### config.mk
export PLATFORM = sky130hd
export DESIGN_NAME = scs_ram
export DESIGN_NICKNAME = d
export VERILOG_FILES = /design/src/rtl/scs_ram.sv
export SDC_FILE = /design/constraint.sdc
export NUM_CORES = 1
export LEC_CHECK = 0
export BUFFER_PORTS_ARGS = -buffer_cell sky130_fd_sc_hd__buf_2
export CORE_UTILIZATION = 30
export CTS_CLUSTER_SIZE = 24
export DETAILED_ROUTE_END_ITERATION = 8
export GPL_TIMING_DRIVEN = 1
export PLACE_DENSITY = 0.57
export SETUP_SLACK_MARGIN = 0.4
export SLEW_MARGIN = 20
export SYNTH_ARGS = -nofsm -noshare
export SYNTH_HDL_FRONTEND = slang
export SYNTH_SLANG_ARGS = --single-unit
### constraint.sdc
create_clock -name clk_i -period 0.9 [get_ports clk_i]
set_clock_uncertainty 0.15 [all_clocks]
set_input_delay 0.045 -clock clk_i [delete_from_list [all_inputs] [get_ports clk_i]]
set_output_delay 0.045 -clock clk_i [all_outputs]
set_load 0.01 [all_outputs]
### src/rtl/scs_ram.sv
// Simple dual-port RAM with one write port and one registered read port.
`timescale 1ns / 1ps

module scs_ram #(
  parameter int unsigned WIDTH = 8,
  parameter int unsigned DEPTH = 2,
  localparam int unsigned AW = (DEPTH > 1) ? $clog2(DEPTH) : 1
) (
  input  logic             clk_i,
  input  logic             we_i,
  input  logic [AW-1:0]    waddr_i,
  input  logic [WIDTH-1:0] wdata_i,
  input  logic             re_i,
  input  logic [AW-1:0]    raddr_i,
  output logic [WIDTH-1:0] rdata_o
);

  logic [WIDTH-1:0] mem_q [DEPTH];
  logic [WIDTH-1:0] rdata_q;

  always_ff @(posedge clk_i) begin
    if (we_i) begin
      mem_q[waddr_i] <= wdata_i;
    end
  end

  always_ff @(posedge clk_i) begin
    if (re_i) begin
      rdata_q <= mem_q[raddr_i];
    end
  end

  assign rdata_o = rdata_q;

endmodule
Yosys cells after proc, flatten, opt, wreduce, memory -nomap -nowiden
Memories as Yosys holds them, arrays and structs flattened. A register that Yosys moved wholly into a read port is not among the register bits.
Index checks and enable logic that the tools add are counted.

storage, ports and cells
  register bits after elaboration = 0
  bits of input ports = 13
  memories kept = 1
  memory bits (writable) = 16
  output and inout bits = 8
  word-level logic and storage cells = 3

cells by class
  multiplexer cells = 2

memory list
  name   depth  bits a word  rd ports  clocked after memory_dff  write ports  RTL line  RTL
  mem_q  2      8            1         1                         1            18        logic [WIDTH-1:0] mem_q [DEPTH];

operators by type and width
  cell     count
  $mux W1  2

Longest topological paths before layout
  depth in word-level cells = 2
  gate-level depth with buffers = 2

Worst setup path before layout
No wires, ideal clock.

  path kind = register to register
  start point = memory mem_q[0][0]
  end point = register rdata_q[0], in the netlist rdata_o[0] (read register of mem_q), data pin
  buffers on the path = 0
  required time = 0.490 ns
  clock period less this slack = 1.000 ns
  arrival time = 0.590 ns
  slack = -0.100 ns
  library setup time = 0.260 ns
  cell stages (with the launch flop) = 2
  cells stage by stage = edfxtp_1 -> mux2_4

RTL lines
  item                RTL line  RTL
  start: declaration  18
  end: declaration    19        logic [WIDTH-1:0] rdata_q;

No word-level cell between the ends.

Final worst setup path
  start point = memory mem_q[1][1]
  end point = register rdata_q[1], in the netlist rdata_o[1] (read register of mem_q), data pin

No word-level cell between the ends.

==> out/qor.yml <==
max-slew-margin-rel_pct: 83.6
min-delay-start: "wdata_i[3]"
cp_num_buf_inv: 0
syn2layout_area_growth_pct: 20.4
pwr-share-clk_pct: 23.6
avgSynthCellArea_um2: 24.7
portBuffers: 20
setup_violations: 16
synth-edff-count: 24
diodes: 0
fp-row-count: 19
power_w: 0.00196
die_h_um: 55.7
ys.flop_type: "edfxtp_1"
critPathMaxFanout: 1
start_util_pct: 31.6
wire_per_inst_um: 11.6
yosys.area.top_type_share_pct: 83.4
p_leak_nw: 0.404
path_cells: "mux2_4"
outcome: "complete, but fails checks"
drive_above_1_share_pct: 56.9
synth_fa_ha_area_share_pct: 0
num_vias: 376
cp_slowest_stage_delay_ns: 0.40
hold_end: "mem_q[1][3]"
crit_type: "flop to flop"
synth-xor-area-share_pct: 0
first_iter_violations: 6
pre_cts_slack_ns: -0.142
coreArea_um2: 2730
powerDensity_nw_per_um2: 1890
routed_wl_um: 1040
max_freq_mhz: 954
ios: 21
switchingPower_w: 0.000389
ant_nets: 0
crit_path_end_kind: "flop"
crit_arrival_ns: 0.98
cts_tree: "built"
path_clk_slew_ns: 0.12
tightest_slew_ns: 0.246
critPathRequiredTime_ns: 0.83
maxCapViolCount: 0
violations: "negative hold slack, negative setup slack"
antenna_found_initial: 0
finalNetCount: 72
cts_htree_levels: 1
cts_buffer_depth: 2
first_global_vias: 379
yosys-top-cells-count: "24 x edfxtp_1, 8 x mux2_4, 1 x and2_1, 1 x buf_6, 1 x nor2b_1"
yosysSeqAreaShare_pct: 83.4
r2r_slack_ns: -0.15
overflow: 0
ys_async_sr_fraction_pct: 0
period_share_pct: 116
die_area_um2: 3100
start_kind: "flop"
swShare_pct: 19.8
synth-simple-area-share_pct: 1.45
ys_seq_elements: 24
intPower_w: 0.00158
vias_per_cell: 4.22
finalHoldViolCount: 40
synth_compound_area_share_pct: 0
synth.net_count: 48
layout_setup_ws_ns: -0.148
synth_top_family_by_area: "multiplexers"
dr.pass1.iters: 2
crit_family: "flip-flops"
grt_pass1_wl_um: 1700
r2r-start: "mem_q[1][1]"
grt_max_degree: 14
power_frac_seq_pct: 68.0
ir_drop_v: 0.000877
cts.sinks: 24
synth_mux_area_share_pct: 13.9
power.share.combinational_pct: 8.4
netlist_top_cells_area: "edfxtp_1 83%, mux2_4 14%, buf_6 1.3%"
min_path_cells: 1
r2r-end: "rdata_o[1]"
die_w_um: 55.7
synth_top_cell_by_area: "edfxtp_1"
cts_buffers: 3
syn_inst: 35
rsz0062_at_grt: "true"
whs_ns: -0.241
layout_min_cycle_time_ns: 1.05
synth.most_common_cell: "edfxtp_1"
drcViolationCount: 0
clockRootBuffer: "clkbuf_4"
clock_latency_ns: 0.31
crit_path_top_delay_cell: "edfxtp_1"
slew_viol_final: 0
ys_warn_count: 0
r2r_cells: 1
gp_congestion: 0.561
synth_area_um2: 865
min_path_type: "input pin to flop"
track_usage_pct: 7.62
ys_types: 5
## area by class of cell
| cell class | count | area (um^2) |
|---|---|---|
| repair buffers | 20 | 113 |
| clock buffers | 3 | 22.5 |
| multi-input cells | 10 | 143 |
| fillers | 260 | 1690 |
| clock inverters | 1 | 3.75 |
| well taps | 31 | 38.8 |
| flip-flops and latches | 24 | 721 |
## flip-flops by register name, summed over array words and instances, names as in the netlist
name / count
rdata_o: 8
mem_q: 16
## cell usage in the layout (no fill, tap or decap)
master    count
and2_4        1
edfxtp_1     24
buf_2        18
mux2_4        8
clkbuf_4      3
clkinv_1      1
buf_6         2
nor2b_4       1
## cells by family after synthesis
logic type    after synthesis
flops                      24
mux                         8
simple gates                2
buf+inv                     1
## timing repair
| item | in CTS | in global routing |
|---|---|---|
| buffers inserted | 0 | 0 |
| gates cloned | 0 | 0 |
| hold endpoints to repair | 40 | 40 |
| endpoints found under the setup margin | 24 | 24 |
| resized for setup | 2 | 0 |
## per-layer routing
layer / wire [um] / vias up / global-route usage [%] / share of wire [%]
li1: - / 182 / - / -
met1: 388 / 177 / 7.72 / 37
met2: 559 / 15 / 12.9 / 54
met3: 64 / 2 / 2.09 / 6.2
met4: 24 / 0 / 6.43 / 2.3
met5: 0 / - / 0 / 0
## per-stage QoR
step | instances | utilization [%] | setup TNS [ns] | instance area, um^2
2_1_floorplan | 35 | - | -0.803 | 875
3_3_place_gp | 85 | 36.7 | -0.951 | 1000
3_5_place_dp | 85 | 36.7 | -1.03 | 1000
4_1_cts | 89 | 38.1 | -2.26 | 1040
5_1_grt | 89 | 38.1 | -2.64 | 1040
6_report | 89 | 38.1 | -2.01 | 1040
## how the worst max path moves through the flow
stage / start / end / slack, ns / cells past startpoint
detailed placement: mem_q[0][5] / rdata_o[5] / -0.14 / 1
floorplan: mem_q[0][0] / rdata_o[0] / -0.10 / 1
finish: mem_q[1][1] / rdata_o[1] / -0.15 / 1
CTS: mem_q[0][5] / rdata_o[5] / -0.16 / 1
global placement: mem_q[0][1] / rdata_o[1] / -0.13 / 1
global route: rdata_o[1] / rdata_o[1] / -0.20 / 1
## power groups by stage
| stage | combinational [W] | sequential, W | clock [W] |
|---|---|---|---|
| final | 0.000166 | 0.00134 | 0.000463 |
| after CTS | 0.000170 | 0.00134 | 0.000496 |
| after global routing | 0.000178 | 0.00134 | 0.000533 |
| after detailed placement | 0.000165 | 0.00136 | 0 |
| after floorplan | 0.0000810 | 0.00138 | 0 |
| after global placement | 0.000159 | 0.00136 | 0 |
(Power assumes the default switching activity.)
